[config.mk]
export PLATFORM = sky130hd
export DESIGN_NAME = touch_sample_map_and_tap_detect_top
export DESIGN_NICKNAME = d
export VERILOG_FILES = /design/src/tsm_pkg.sv /design/src/touch_sample_map_and_tap_detect_top.sv /design/src/tsm_div.sv /design/src/tsm_dp.sv /design/src/tsm_ctrl.sv
export VERILOG_INCLUDE_DIRS = /design/src /design/src/src
export SDC_FILE = /design/constraint.sdc
export NUM_CORES = 1
export LEC_CHECK = 0
export ABC_CLOCK_PERIOD_IN_PS = 14500
export BUFFER_PORTS_ARGS = -buffer_cell sky130_fd_sc_hd__buf_4
export CELL_PAD_IN_SITES_DETAIL_PLACEMENT = 0
export CELL_PAD_IN_SITES_GLOBAL_PLACEMENT = 1
export CORE_ASPECT_RATIO = 1.25
export CORE_MARGIN = 3
export CORE_UTILIZATION = 40
export CTS_BUF_LIST = sky130_fd_sc_hd__clkbuf_4 sky130_fd_sc_hd__clkbuf_8
export CTS_CLUSTER_SIZE = 20
export DETAILED_ROUTE_END_ITERATION = 8
export PLACE_DENSITY = 0.65
export SLEW_MARGIN = 20
export SYNTH_ARGS = -nofsm -noshare
export SYNTH_HDL_FRONTEND = slang
export SYNTH_HIERARCHICAL = 1
export SYNTH_SLANG_ARGS = --single-unit
export TNS_END_PERCENT = 20
[constraint.sdc]
create_clock -name clk -period 14.5 [get_ports clk]
set_input_delay 1.45 -clock clk [delete_from_list [all_inputs] [get_ports clk]]
set_output_delay 1.45 -clock clk [all_outputs]
set_load 0.01 [all_outputs]
[src/assert_macros.svh]
// Assertion macros shared by the touch sample mapper.
// Each macro expects signals named clk and arst_n in the scope where it is used.
`ifndef ASSERT_MACROS_SVH
`define ASSERT_MACROS_SVH

// Same-cycle implication, checked outside reset.
`define ASSERT_IMPL(label, ante, cons, msg) \
	label: assert property (@(posedge clk) disable iff (!arst_n) (ante) |-> (cons)) \
		else $error(msg);

// Next-cycle implication, checked outside reset.
`define ASSERT_NEXT(label, ante, cons, msg) \
	label: assert property (@(posedge clk) disable iff (!arst_n) (ante) |=> (cons)) \
		else $error(msg);

`endif

[src/tsm_pkg.sv]
// Package for the touch sample mapper: field widths, register codes,
// reset values and the command and status types between controller and datapath.
// Depends on nothing.
package tsm_pkg;

	localparam int RAW_W      = 12;
	localparam int PRES_W     = 13;
	localparam int DEB_W      = 16;
	localparam int SIZE_W     = 11;
	localparam int COORD_W    = 10;
	localparam int TIME_W     = 32;
	localparam int CFG_IDX_W  = 3;
	localparam int CFG_DATA_W = 16;

	localparam int DIVIDEND_W = 24;
	localparam int DIVISOR_W  = RAW_W;
	localparam int DIV_STEPS  = 2;

	localparam logic [PRES_W-1:0]  PRESSURE_CEIL = PRES_W'(5000);
	localparam logic [COORD_W-1:0] COORD_MAX     = COORD_W'(1023);
	localparam logic [SIZE_W-1:0]  SIZE_SAT      = SIZE_W'(1024);

	localparam logic [CFG_IDX_W-1:0] REG_RAW_Y_LOW     = 3'd0;
	localparam logic [CFG_IDX_W-1:0] REG_RAW_Y_HIGH    = 3'd1;
	localparam logic [CFG_IDX_W-1:0] REG_RAW_X_LOW     = 3'd2;
	localparam logic [CFG_IDX_W-1:0] REG_RAW_X_HIGH    = 3'd3;
	localparam logic [CFG_IDX_W-1:0] REG_MIN_PRESSURE  = 3'd4;
	localparam logic [CFG_IDX_W-1:0] REG_DEBOUNCE_MS   = 3'd5;
	localparam logic [CFG_IDX_W-1:0] REG_DISP_WIDTH    = 3'd6;
	localparam logic [CFG_IDX_W-1:0] REG_DISP_HEIGHT   = 3'd7;

	localparam logic [RAW_W-1:0]  RST_RAW_Y_LOW     = RAW_W'(500);
	localparam logic [RAW_W-1:0]  RST_RAW_Y_HIGH    = RAW_W'(3600);
	localparam logic [RAW_W-1:0]  RST_RAW_X_LOW     = RAW_W'(600);
	localparam logic [RAW_W-1:0]  RST_RAW_X_HIGH    = RAW_W'(3600);
	localparam logic [PRES_W-1:0] RST_MIN_PRESSURE  = PRES_W'(200);
	localparam logic [DEB_W-1:0]  RST_DEBOUNCE_MS   = DEB_W'(50);
	localparam logic [SIZE_W-1:0] RST_DISP_WIDTH    = SIZE_W'(320);
	localparam logic [SIZE_W-1:0] RST_DISP_HEIGHT   = SIZE_W'(240);

	localparam logic AXIS_X = 1'b0;
	localparam logic AXIS_Y = 1'b1;

	typedef struct packed {
		logic [RAW_W-1:0]  raw_y_low;
		logic [RAW_W-1:0]  raw_y_high;
		logic [RAW_W-1:0]  raw_x_low;
		logic [RAW_W-1:0]  raw_x_high;
		logic [PRES_W-1:0] min_pressure;
		logic [DEB_W-1:0]  debounce_ms;
		logic [SIZE_W-1:0] disp_width;
		logic [SIZE_W-1:0] disp_height;
	} cfg_t;

	typedef struct packed {
		logic capture;
		logic mul_load;
		logic div_start;
		logic store;
		logic commit;
		logic axis;
	} cmd_t;

	typedef struct packed {
		logic press;
		logic div_done;
		logic out_free;
	} status_t;

endpackage

[src/touch_sample_map_and_tap_detect_top.sv]
// Touch sample mapper with tap detection, top level.
// Input channel: one panel sample per transaction (contact, raw_x, raw_y,
// raw_pressure, now_ms), accepted when in_valid is high and in_stall is low.
// Output channel: one result per sample, presented with out_valid and held
// while out_stall is high; the output register lets the block take the next
// sample while a result still waits.
// Samples are handled one at a time: a new sample is taken only after
// the state update of the last one. A sample that is not a press goes from
// capture through evaluation to the state update. A press goes first to the
// shared divider, which scales screen x and then screen y, each in
// 12 iterations of two quotient bits after its operands are loaded, and
// each scaled coordinate is stored before the state update.
// If the previous result is still stalled, the state update waits for it.
// Configuration is written through cfg_wr_en, cfg_index and cfg_wr_data.
// The user must write it only while the block is idle; it is not enforced.
// Reset loads the default calibration, clears the current point and the
// saved tap, and empties the output register.
// Depends on tsm_pkg, tsm_ctrl, tsm_dp, tsm_div and assert_macros.svh.
`include "assert_macros.svh"

module touch_sample_map_and_tap_detect_top (
	input  logic                             clk,
	input  logic                             arst_n,
	input  logic                             cfg_wr_en,
	input  logic [tsm_pkg::CFG_IDX_W-1:0]   cfg_index,
	input  logic [tsm_pkg::CFG_DATA_W-1:0]  cfg_wr_data,
	input  logic                             in_valid,
	output logic                             in_stall,
	input  logic                             contact,
	input  logic [tsm_pkg::RAW_W-1:0]       raw_x,
	input  logic [tsm_pkg::RAW_W-1:0]       raw_y,
	input  logic [tsm_pkg::PRES_W-1:0]      raw_pressure,
	input  logic [tsm_pkg::TIME_W-1:0]      now_ms,
	output logic                             out_valid,
	input  logic                             out_stall,
	output logic [tsm_pkg::COORD_W-1:0]     point_x,
	output logic [tsm_pkg::COORD_W-1:0]     point_y,
	output logic [tsm_pkg::PRES_W-1:0]      point_pressure,
	output logic                             pressed,
	output logic                             tapped,
	output logic [tsm_pkg::COORD_W-1:0]     tap_x,
	output logic [tsm_pkg::COORD_W-1:0]     tap_y,
	output logic [tsm_pkg::PRES_W-1:0]      tap_pressure,
	output logic                             tap_valid
);
	import tsm_pkg::*;

	cmd_t    cmd;
	status_t status;

	tsm_ctrl u_ctrl (
		.clk      (clk),
		.arst_n   (arst_n),
		.in_valid (in_valid),
		.in_stall (in_stall),
		.status   (status),
		.cmd      (cmd)
	);

	tsm_dp u_dp (
		.clk            (clk),
		.arst_n         (arst_n),
		.cfg_wr_en      (cfg_wr_en),
		.cfg_index      (cfg_index),
		.cfg_wr_data    (cfg_wr_data),
		.contact        (contact),
		.raw_x          (raw_x),
		.raw_y          (raw_y),
		.raw_pressure   (raw_pressure),
		.now_ms         (now_ms),
		.out_stall      (out_stall),
		.cmd            (cmd),
		.status         (status),
		.out_valid      (out_valid),
		.point_x        (point_x),
		.point_y        (point_y),
		.point_pressure (point_pressure),
		.pressed        (pressed),
		.tapped         (tapped),
		.tap_x          (tap_x),
		.tap_y          (tap_y),
		.tap_pressure   (tap_pressure),
		.tap_valid      (tap_valid)
	);

	`ASSERT_IMPL(a_tap_recorded, out_valid && tapped, tap_valid && !pressed, "tap without record")
	`ASSERT_NEXT(a_one_in_flight, in_valid && !in_stall, in_stall, "second sample taken early")
	`ASSERT_IMPL(a_store_after_div, cmd.store, status.div_done, "coordinate stored early")
	`ASSERT_IMPL(a_commit_free, cmd.commit, status.out_free, "result overwrote pending one")

endmodule

[src/tsm_div.sv]
// Iterative unsigned restoring divider, two quotient bits per cycle.
// Depends on tsm_pkg for the operand widths.
module tsm_div (
	input  logic                            clk,
	input  logic                            arst_n,
	input  logic                            start,
	input  logic [tsm_pkg::DIVIDEND_W-1:0] dividend,
	input  logic [tsm_pkg::DIVISOR_W-1:0]  divisor,
	output logic [tsm_pkg::DIVIDEND_W-1:0] quotient,
	output logic                            done
);
	import tsm_pkg::*;

	localparam int ITERS = DIVIDEND_W / DIV_STEPS;
	localparam int CNT_W = $clog2(ITERS);

	logic [DIVIDEND_W-1:0] work_q;
	logic [DIVISOR_W-1:0]  rem_q;
	logic [DIVISOR_W-1:0]  dvsr_q;
	logic [CNT_W-1:0]      cnt_q;
	logic                  busy_q;
	logic                  done_q;
	logic [DIVIDEND_W-1:0] work_d;
	logic [DIVISOR_W-1:0]  rem_d;

	function automatic logic [DIVISOR_W:0] div_step(
		input logic [DIVISOR_W-1:0] rem,
		input logic                 bit_in,
		input logic [DIVISOR_W-1:0] dvsr
	);
		logic [DIVISOR_W:0]   shifted;
		logic [DIVISOR_W+1:0] trial;
		shifted = {rem, bit_in};
		trial   = {1'b0, shifted} - {2'b00, dvsr};
		if (trial[DIVISOR_W+1]) begin
			div_step = {shifted[DIVISOR_W-1:0], 1'b0};
		end else begin
			div_step = {trial[DIVISOR_W-1:0], 1'b1};
		end
	endfunction

	always_comb begin
		logic [DIVISOR_W:0] res;
		work_d = work_q;
		rem_d  = rem_q;
		for (int i = 0; i < DIV_STEPS; i++) begin
			res    = div_step(rem_d, work_d[DIVIDEND_W-1], dvsr_q);
			rem_d  = res[DIVISOR_W:1];
			work_d = {work_d[DIVIDEND_W-2:0], res[0]};
		end
	end

	always_ff @(posedge clk or negedge arst_n) begin
		if (!arst_n) begin
			busy_q <= 1'b0;
			done_q <= 1'b0;
			cnt_q  <= '0;
		end else begin
			done_q <= 1'b0;
			if (start) begin
				busy_q <= 1'b1;
				cnt_q  <= '0;
			end else if (busy_q) begin
				cnt_q <= cnt_q + CNT_W'(1);
				if (cnt_q == CNT_W'(ITERS - 1)) begin
					busy_q <= 1'b0;
					done_q <= 1'b1;
				end
			end
		end
	end

	always_ff @(posedge clk) begin
		if (start) begin
			work_q <= dividend;
			rem_q  <= '0;
			dvsr_q <= divisor;
		end else if (busy_q) begin
			work_q <= work_d;
			rem_q  <= rem_d;
		end
	end

	assign quotient = work_q;
	assign done     = done_q;

endmodule

[src/tsm_dp.sv]
// Datapath of the touch sample mapper: configuration registers, sample capture,
// axis scaling with the shared divider, tap state and the output register.
// Depends on tsm_pkg and tsm_div.
module tsm_dp (
	input  logic                             clk,
	input  logic                             arst_n,
	input  logic                             cfg_wr_en,
	input  logic [tsm_pkg::CFG_IDX_W-1:0]   cfg_index,
	input  logic [tsm_pkg::CFG_DATA_W-1:0]  cfg_wr_data,
	input  logic                             contact,
	input  logic [tsm_pkg::RAW_W-1:0]       raw_x,
	input  logic [tsm_pkg::RAW_W-1:0]       raw_y,
	input  logic [tsm_pkg::PRES_W-1:0]      raw_pressure,
	input  logic [tsm_pkg::TIME_W-1:0]      now_ms,
	input  logic                             out_stall,
	input  tsm_pkg::cmd_t                    cmd,
	output tsm_pkg::status_t                 status,
	output logic                             out_valid,
	output logic [tsm_pkg::COORD_W-1:0]     point_x,
	output logic [tsm_pkg::COORD_W-1:0]     point_y,
	output logic [tsm_pkg::PRES_W-1:0]      point_pressure,
	output logic                             pressed,
	output logic                             tapped,
	output logic [tsm_pkg::COORD_W-1:0]     tap_x,
	output logic [tsm_pkg::COORD_W-1:0]     tap_y,
	output logic [tsm_pkg::PRES_W-1:0]      tap_pressure,
	output logic                             tap_valid
);
	import tsm_pkg::*;

	cfg_t cfg_q;

	logic              smp_contact_q;
	logic [RAW_W-1:0]  smp_raw_x_q;
	logic [RAW_W-1:0]  smp_raw_y_q;
	logic [PRES_W-1:0] smp_pres_q;
	logic [TIME_W-1:0] smp_now_q;

	logic [DIVIDEND_W-1:0] dividend_q;
	logic [DIVISOR_W-1:0]  divisor_q;
	logic                  zero_out_q;
	logic [COORD_W-1:0]    lim_q;

	logic [COORD_W-1:0] cur_x_q;
	logic [COORD_W-1:0] cur_y_q;
	logic [PRES_W-1:0]  cur_pres_q;
	logic               cur_valid_q;
	logic [TIME_W-1:0]  last_tap_q;
	logic [COORD_W-1:0] saved_x_q;
	logic [COORD_W-1:0] saved_y_q;
	logic [PRES_W-1:0]  saved_pres_q;
	logic               saved_valid_q;
	logic               out_valid_q;

	logic [RAW_W-1:0]      raw_sel;
	logic [RAW_W-1:0]      lo_sel;
	logic [RAW_W-1:0]      hi_sel;
	logic [SIZE_W-1:0]     size_sel;
	logic [RAW_W:0]        diff;
	logic [RAW_W:0]        den;
	logic [RAW_W:0]        diff_neg;
	logic [RAW_W:0]        den_neg;
	logic [RAW_W-1:0]      diff_mag;
	logic [RAW_W-1:0]      den_mag;
	logic [RAW_W+SIZE_W-1:0] prod;
	logic [DIVIDEND_W-1:0] quotient;
	logic                  div_done;
	logic [COORD_W-1:0]    coord;
	logic                  press;
	logic [TIME_W-1:0]     elapsed;
	logic                  tap_fire;

	always_ff @(posedge clk or negedge arst_n) begin
		if (!arst_n) begin
			cfg_q.raw_y_low     <= RST_RAW_Y_LOW;
			cfg_q.raw_y_high    <= RST_RAW_Y_HIGH;
			cfg_q.raw_x_low     <= RST_RAW_X_LOW;
			cfg_q.raw_x_high    <= RST_RAW_X_HIGH;
			cfg_q.min_pressure  <= RST_MIN_PRESSURE;
			cfg_q.debounce_ms   <= RST_DEBOUNCE_MS;
			cfg_q.disp_width    <= RST_DISP_WIDTH;
			cfg_q.disp_height   <= RST_DISP_HEIGHT;
		end else if (cfg_wr_en) begin
			unique case (cfg_index)
				REG_RAW_Y_LOW:     cfg_q.raw_y_low     <= cfg_wr_data[RAW_W-1:0];
				REG_RAW_Y_HIGH:    cfg_q.raw_y_high    <= cfg_wr_data[RAW_W-1:0];
				REG_RAW_X_LOW:     cfg_q.raw_x_low     <= cfg_wr_data[RAW_W-1:0];
				REG_RAW_X_HIGH:    cfg_q.raw_x_high    <= cfg_wr_data[RAW_W-1:0];
				REG_MIN_PRESSURE:  cfg_q.min_pressure  <= cfg_wr_data[PRES_W-1:0];
				REG_DEBOUNCE_MS:   cfg_q.debounce_ms   <= cfg_wr_data[DEB_W-1:0];
				REG_DISP_WIDTH:    cfg_q.disp_width    <= cfg_wr_data[SIZE_W-1:0];
				REG_DISP_HEIGHT:   cfg_q.disp_height   <= cfg_wr_data[SIZE_W-1:0];
				default: ;
			endcase
		end
	end

	always_ff @(posedge clk) begin
		if (cmd.capture) begin
			smp_contact_q <= contact;
			smp_raw_x_q   <= raw_x;
			smp_raw_y_q   <= raw_y;
			smp_pres_q    <= raw_pressure;
			smp_now_q     <= now_ms;
		end
	end

	assign press = smp_contact_q && (smp_pres_q >= cfg_q.min_pressure)
		&& (smp_pres_q < PRESSURE_CEIL);

	// Screen x comes from raw y and screen y from raw x.
	always_comb begin
		if (cmd.axis == AXIS_Y) begin
			raw_sel  = smp_raw_x_q;
			lo_sel   = cfg_q.raw_x_low;
			hi_sel   = cfg_q.raw_x_high;
			size_sel = cfg_q.disp_height;
		end else begin
			raw_sel  = smp_raw_y_q;
			lo_sel   = cfg_q.raw_y_low;
			hi_sel   = cfg_q.raw_y_high;
			size_sel = cfg_q.disp_width;
		end
	end

	assign diff     = {1'b0, raw_sel} - {1'b0, lo_sel};
	assign den      = {1'b0, hi_sel} - {1'b0, lo_sel};
	assign diff_neg = -diff;
	assign den_neg  = -den;
	assign diff_mag = diff[RAW_W] ? diff_neg[RAW_W-1:0] : diff[RAW_W-1:0];
	assign den_mag  = den[RAW_W] ? den_neg[RAW_W-1:0] : den[RAW_W-1:0];
	assign prod     = {{SIZE_W{1'b0}}, diff_mag} * {{RAW_W{1'b0}}, size_sel};

	// A quotient of opposite signs is never positive, so it clamps to zero.
	always_ff @(posedge clk) begin
		if (cmd.mul_load) begin
			dividend_q <= DIVIDEND_W'(prod);
			divisor_q  <= den_mag;
			zero_out_q <= (den == '0) || (size_sel == '0) || (diff[RAW_W] != den[RAW_W]);
			lim_q      <= (size_sel > SIZE_SAT) ? COORD_MAX : COORD_W'(size_sel - SIZE_W'(1));
		end
	end

	tsm_div u_div (
		.clk      (clk),
		.arst_n   (arst_n),
		.start    (cmd.div_start),
		.dividend (dividend_q),
		.divisor  (divisor_q),
		.quotient (quotient),
		.done     (div_done)
	);

	always_comb begin
		if (zero_out_q) begin
			coord = '0;
		end else if (quotient > DIVIDEND_W'(lim_q)) begin
			coord = lim_q;
		end else begin
			coord = quotient[COORD_W-1:0];
		end
	end

	assign elapsed  = smp_now_q - last_tap_q;
	assign tap_fire = !smp_contact_q && cur_valid_q && (elapsed > TIME_W'(cfg_q.debounce_ms));

	always_ff @(posedge clk or negedge arst_n) begin
		if (!arst_n) begin
			cur_x_q       <= '0;
			cur_y_q       <= '0;
			cur_pres_q    <= '0;
			cur_valid_q   <= 1'b0;
			last_tap_q    <= '0;
			saved_x_q     <= '0;
			saved_y_q     <= '0;
			saved_pres_q  <= '0;
			saved_valid_q <= 1'b0;
		end else begin
			if (cmd.store) begin
				if (cmd.axis == AXIS_Y) begin
					cur_y_q <= coord;
				end else begin
					cur_x_q <= coord;
				end
			end
			if (cmd.commit) begin
				cur_valid_q <= press;
				if (press) begin
					cur_pres_q <= smp_pres_q;
				end
				if (tap_fire) begin
					saved_x_q     <= cur_x_q;
					saved_y_q     <= cur_y_q;
					saved_pres_q  <= cur_pres_q;
					saved_valid_q <= 1'b1;
					last_tap_q    <= smp_now_q;
				end
			end
		end
	end

	always_ff @(posedge clk or negedge arst_n) begin
		if (!arst_n) begin
			out_valid_q <= 1'b0;
		end else if (cmd.commit) begin
			out_valid_q <= 1'b1;
		end else if (!out_stall) begin
			out_valid_q <= 1'b0;
		end
	end

	always_ff @(posedge clk) begin
		if (cmd.commit) begin
			point_x        <= cur_x_q;
			point_y        <= cur_y_q;
			point_pressure <= press ? smp_pres_q : cur_pres_q;
			pressed        <= press;
			tapped         <= tap_fire;
			tap_x          <= tap_fire ? cur_x_q : saved_x_q;
			tap_y          <= tap_fire ? cur_y_q : saved_y_q;
			tap_pressure   <= tap_fire ? cur_pres_q : saved_pres_q;
			tap_valid      <= tap_fire || saved_valid_q;
		end
	end

	assign out_valid       = out_valid_q;
	assign status.press    = press;
	assign status.div_done = div_done;
	assign status.out_free = !out_valid_q || !out_stall;

endmodule

[src/tsm_ctrl.sv]
// Controller of the touch sample mapper: sequences capture, the two axis
// scalings for a press and the final state update. Depends on tsm_pkg.
module tsm_ctrl (
	input  logic             clk,
	input  logic             arst_n,
	input  logic             in_valid,
	output logic             in_stall,
	input  tsm_pkg::status_t status,
	output tsm_pkg::cmd_t    cmd
);
	import tsm_pkg::*;

	localparam logic [2:0] S_IDLE   = 3'd0;
	localparam logic [2:0] S_EVAL   = 3'd1;
	localparam logic [2:0] S_MUL    = 3'd2;
	localparam logic [2:0] S_DSTART = 3'd3;
	localparam logic [2:0] S_DWAIT  = 3'd4;
	localparam logic [2:0] S_COMMIT = 3'd5;

	logic [2:0] state_q;
	logic [2:0] state_d;
	logic       axis_q;
	logic       axis_d;

	always_comb begin
		state_d       = state_q;
		axis_d        = axis_q;
		cmd           = '0;
		cmd.axis      = axis_q;
		unique case (state_q)
			S_IDLE: begin
				if (in_valid) begin
					cmd.capture = 1'b1;
					state_d     = S_EVAL;
				end
			end
			S_EVAL: begin
				axis_d  = AXIS_X;
				state_d = status.press ? S_MUL : S_COMMIT;
			end
			S_MUL: begin
				cmd.mul_load = 1'b1;
				state_d      = S_DSTART;
			end
			S_DSTART: begin
				cmd.div_start = 1'b1;
				state_d       = S_DWAIT;
			end
			S_DWAIT: begin
				if (status.div_done) begin
					cmd.store = 1'b1;
					if (axis_q == AXIS_X) begin
						axis_d  = AXIS_Y;
						state_d = S_MUL;
					end else begin
						state_d = S_COMMIT;
					end
				end
			end
			S_COMMIT: begin
				if (status.out_free) begin
					cmd.commit = 1'b1;
					state_d    = S_IDLE;
				end
			end
			default: begin
				state_d = S_IDLE;
			end
		endcase
	end

	always_ff @(posedge clk or negedge arst_n) begin
		if (!arst_n) begin
			state_q <= S_IDLE;
			axis_q  <= AXIS_X;
		end else begin
			state_q <= state_d;
			axis_q  <= axis_d;
		end
	end

	assign in_stall = (state_q != S_IDLE);

endmodule

* After elaboration in Yosys (flattened, before gate mapping)
Index checks and enable logic that the tools add are counted.
Storage, ports and cells: input port bits 94, register bits 443, output and inout bits 71
Operators by class: multiply operators 1, multiplexer cells 42, reduce and logical (&&, ||, !) cells 31, bitwise gates (word level) 1, equal/unequal tests 18, add/subtract/negate cells 9, magnitude comparators 5
Operator list (count):
- 12-bit two-way mux | 5
- 13-bit two-way mux | 4
- 10-bit two-way mux | 4
- 32-bit by 16-bit > comparator with 1-bit output | 1
- 32-bit subtractor | 1
- 13-bit by 12-bit subtractor with 14-bit output | 2
- 12-bit by 12-bit subtractor with 13-bit output | 2
- 24-bit by 10-bit > comparator with 1-bit output | 1
- 24-bit two-way mux | 1
- 12-bit negator | 2
- 2-bit AND reduction | 12
- 12-bit by 11-bit multiplier with 23-bit output | 1
- 23-bit two-way mux | 1
- 3-bit equality test (second input constant) | 6
- 3-bit one-hot mux with 6 select lines | 1
- 1-bit two-way mux | 17
- 3-bit two-way mux | 5
- 13-bit >= comparator | 1
- 13-bit logical NOT | 1
- 13-bit < comparator (second input constant) | 1
- 3-bit by 2-bit equality test with 1-bit output (second input constant) | 4
- 11-bit > comparator (second input constant) | 1
- 11-bit logical NOT | 1
- 11-bit two-way mux | 1
- other kinds (17) | 31

* Logic depth before layout (Yosys ltp)
word-level depth 6, mapped depth 44

* Modules after synthesis
The synthesis kept the hierarchy.
Modules (own cells, without submodules):
- tsm_dp | instances 1, cells each 1954, sequential area each 10597.7 µm², area each 23322.4 µm²
- tsm_div | instances 1, cells each 299, sequential area each 1471.4 µm², area each 3357.0 µm²
- tsm_ctrl | instances 1, cells each 38, sequential area each 100.1 µm², area each 302.8 µm²

* Worst setup path before layout
OpenSTA, ideal clock, no wires.
path kind flip-flop to flip-flop, from reg u_ctrl.axis_q, to reg u_dp.dividend_q[20], data pin, stages on the path, launching flop included 37, path slack 4.591 ns, clock period less this slack 9.909 ns, data arrival time 9.651 ns, cell sequence dfrtp_1 -> buf_4 -> clkbuf_1 -> buf_1 -> clkbuf_1 -> clkbuf_1 -> mux2_2 -> fa_1 -> a21o_1 -> a21oi_1 -> o21ai_0 -> a21oi_1 -> o21ai_0 -> a21o_1 -> a211oi_1 -> o21bai_1 -> clkbuf_1 -> nor2_1 -> xnor2_1 -> clkbuf_1 -> nand2b_1 -> fa_1 -> fa_1 -> fa_1 -> inv_1 -> fa_1 -> inv_1 -> fa_1 -> inv_1 -> ha_1 -> o41ai_1 -> o211ai_1 -> a31oi_1 -> nor2b_1 -> o21a_1 -> o41a_1 -> xor2_1
Between the ends: cells in the longest elaborated chain, start to end 5
Ends and longest elaborated chain:
- start, declared | line tsm_ctrl.sv:22 | logic axis_q;
- start signal, assigned | line tsm_ctrl.sv:78 | axis_q <= axis_d;
- 12-bit two-way mux | line tsm_dp.sv:113 | if (cmd.axis == AXIS_Y) begin
- 12-bit by 12-bit subtractor with 13-bit output | line tsm_dp.sv:126 | assign diff = {1'b0, raw_sel} - {1'b0, lo_sel};
- 12-bit negator | line tsm_dp.sv:128 | assign diff_neg = -diff;
- 12-bit two-way mux | line tsm_dp.sv:130 | assign diff_mag = diff[RAW_W] ? diff_neg[RAW_W-1:0] : diff[RAW_W-1:0];
- 12-bit by 11-bit multiplier with 23-bit output * | line tsm_dp.sv:132 | assign prod = {{SIZE_W{1'b0}}, diff_mag} * {{RAW_W{1'b0}}, size_sel};
- via u_dp.prod[20] | line tsm_dp.sv:65 | logic [RAW_W+SIZE_W-1:0] prod;
- end signal, assigned | line tsm_dp.sv:137 | dividend_q <= DIVIDEND_W'(prod);
- end, declared | line tsm_dp.sv:39 | logic [DIVIDEND_W-1:0] dividend_q;
Mark *: on every way through the listed nets, which the timed path passes. The rest lies on a longest branch. A chain may end at the register's enable or synchronous reset.

* Worst setup path in the final report
Ends and elaborated chain as after synthesis.

==> out/results.tsv <==
stage	metric	value	unit
synthesis	synth-main-ff-cell	edfxtp_1	
floorplanning	die_x	238	um
floorplanning	io_pins	165	
worst_setup_path	worst_ep_arrival_time	10.73	ns
synthesis	yosysMostFrequentCell	mux2_2	
clock_network	cts.sink_count	443	
worst_setup_path	crit_family	compound AO/OA/AOI/OAI gates	
synthesis	ys_ff_latch	443	
synthesis	ys_seq_area_frac	0.451	
global_routing	antenna_found_initial	2	
worst_setup_path	critPathMaxFanout	58	
worst_hold_path	hold_depth	0	
synthesis	yosysWarnings	6	
timing	max_freq	96.8	MHz
clock_network	cts_resized	0	
worst_setup_path	slowest_stage	o21bai_1	
run	maxCapViolations	0	
synthesis	syn_area_per_cell	11.8	um2
worst_setup_path	path_class	register to register	
worst_setup_path	worstPathRequired	14.90	ns
worst_setup_path	rr_startpoint	u_ctrl/axis_q	
clock_network	htree_levels	3	
worst_setup_path	critPathLaunchType	register	
synthesis	async_reset_ff_frac	0.474	
timing	fin_setup_tns	0	ns
timing	setup_viol	0	
floorplanning	die_area	70600	um2
worst_hold_path	hold_path_class	register to register	
worst_setup_path	rrSetupSlack	4.16	ns
timing	hold_viol_final	0	
timing	worst_slew_pin_slew	1.10	ns
clock_network	clk_latency	0.66	ns
timing	min_period_over_period	0.713	
worst_setup_path	r2r-end	u_dp/dividend_q[20]	
synthesis	synth_cells	2291	
clock_network	numCtsBuffers	77	
global_routing	grt_first_pass_wirelength	101000	um
worst_setup_path	critPathMaxStageDelay	0.87	ns
routing	drc_errors	0	
global_routing	grt_use_total	0.182	
floorplanning	die_y	296	um
worst_setup_path	endpoint_kind	register	
worst_setup_path	crit_buf_inv	5	
routing	vias	17600	
routing	wl_per_cell	18.8	um
placement	dp_hpwl	47200	um
global_routing	overflow	0	
layout	drive_above_1_share	0.266	
clock_network	cts_max_path_buffers	3	
floorplanning	num_rows	105	
worst_setup_path	worst_path_most_repeated_cell	fa_1	
timing	fin_skew	0.0367	ns
timing	rsz0062_at_grt	no	
synthesis	syn_area	27000	um2
layout	fillCellCount	6128	
routing	first_pass_iters	6	
clock_network	root_buffer	clkbuf_8	
clock_network	clkTransAtPathRegs	0.06	ns
synthesis	synth_enable_flop_cells	221	
global_routing	grt_max_degree	94	
routing	via_per_inst	5.18	
layout	synthToLayoutAreaGrowth	14.3	%
layout	design_area	30800	um2
timing	slew_headroom	0.264	
floorplanning	coreArea	66200	um2
floorplanning	start_util	0.408	
synthesis	synth_nets	2662	
global_routing	grt_pass1_vias	18500	
worst_hold_path	hp-start	u_dp/divisor_q[4]	
worst_setup_path	reg2reg_depth	32	
timing	fin_crit	10.34	ns
synthesis	synth_top_area_share	0.246	
routing	wl	64100	um
synthesis	yosysUniqueCellTypes	96	
timing	slew_violations	0	
synthesis	synth.area.top_cells	edfxtp_1, dfrtp_1, mux2_2	
routing	first_iter_violations	924	
clock_network	hold_buffers	0	
clock_network	post_cts_buffers	0	
placement	place_congestion	0.843	
synthesis	synth_commonest_cells	mux2_2, inv_1, edfxtp_1	
routing	ant_nets	0	
layout	finalNetCount	2850	
clock_network	cts_tree	done	
run_status	status	finished, final reports clean	
placement	place.port_buffers	164	
synthesis	synth_largest_area_cell	edfxtp_1	
worst_hold_path	holdPathEnd	u_dp/u_div/dvsr_q[4]	
placement	dpl-instance-area	29100	um2
[layout make-up]
class | count | area (um2) | area share
clock buffers | 102 | 1290 | 0.0419
well taps | 856 | 1070 | 0.0347
repair buffers | 187 | 1410 | 0.0457
inverters | 232 | 871 | 0.0282
diodes | 2 | 5.00 | 0.000162
clock inverters | 41 | 477 | 0.0155
multi-input cells | 1538 | 13500 | 0.439
flip-flops and latches | 443 | 12200 | 0.395
[logic make-up (layout without fill, tap and decap cells)]
group | after synthesis | after routing | share of synthesized area
flip-flops | 443 | 443 | 0.451
multiplexers | 325 | 325 | 0.139
buffers and inverters | 310 | 562 | 0.0486
AO/OA/AOI/OAI | 312 | 312 | 0.0815
adder cells (fa/ha/maj) | 277 | 277 | 0.155
other | 1 | 3 | 0.000139
XOR/XNOR | 104 | 104 | 0.0338
AND/OR/NAND/NOR | 519 | 519 | 0.0916
[worst max-delay path by stage]
stage,cells past startpoint,slack [ns],endpoint,start
final,32,4.16,u_dp/dividend_q[20],u_ctrl/axis_q
after global routing,30,3.42,u_dp/dividend_q[20],u_ctrl/axis_q
after CTS,32,4.19,u_dp/dividend_q[20],u_ctrl/axis_q
after detailed placement,32,4.25,u_dp/dividend_q[20],u_ctrl/axis_q
after global placement,32,4.40,u_dp/dividend_q[20],u_ctrl/axis_q
after floorplan,36,4.59,u_dp/dividend_q[20],u_ctrl/axis_q
[state kept, by name (all words and copies together) (netlist names), 12 cells and up]
signal / count
u_dp/u_div/quotient: 24
u_dp/cfg_q: 99
u_dp/smp_pres_q: 13
u_dp/smp_now_q: 32
u_dp/tap_pressure: 13
u_dp/u_div/dvsr_q: 12
u_dp/dividend_q: 23
u_dp/u_div/rem_q: 12
u_dp/saved_pres_q: 13
u_dp/smp_raw_x_q: 12
u_dp/point_pressure: 13
u_dp/cur_pres_q: 13
u_dp/smp_raw_y_q: 12
u_dp/last_tap_q: 32
u_dp/divisor_q: 12
[cells in the final DEF (no fill, tap or decap), types with 45 or more instances in the layout]
cell type / count
mux2_2: 238
inv_1: 231
edfxtp_1: 221
nor2_1: 193
buf_4: 186
ha_1: 183
dfrtp_1: 179
nand2_1: 118
fa_1: 94
clkbuf_8: 85
a21oi_1: 82
xnor2_1: 68
o21ai_0: 56
mux2i_1: 45
[worst reg2reg max path, delay by kind of cell (launching register included)]
family	cells	cell delay (ns)
AND/OR/NAND/NOR	3	0.46
multiplexers	1	0.50
adder cells (fa/ha/maj)	8	3.12
XOR/XNOR	2	0.96
flip-flops	1	0.34
buffers and inverters	5	0.87
AO/OA/AOI/OAI	13	3.82
[per-layer routing]
metal | vias to the layer above | wire length [um] | GRT usage
met4 | 0 | 1690 | 0.0637
met5 | - | 0 | 0
met2 | 370 | 31500 | 0.313
met3 | 93 | 2690 | 0.0274
met1 | 8724 | 28200 | 0.235
li1 | 8426 | - | -
[through the flow]
step	setup WS [ns]	hold slack (ns)	utilization	instances
2_1_floorplan	4.59	0.400	-	2291
3_3_place_gp	4.40	0.403	0.439	3256
3_5_place_dp	4.25	0.405	0.439	3256
4_1_cts	4.19	0.425	0.465	3399
5_1_grt	3.42	0.434	0.466	3401
6_report	4.16	0.424	0.466	3401
Power is left out: the tool's default activity adds up to more than one toggle a clock period on the data nets, which glitch-free logic cannot reach.
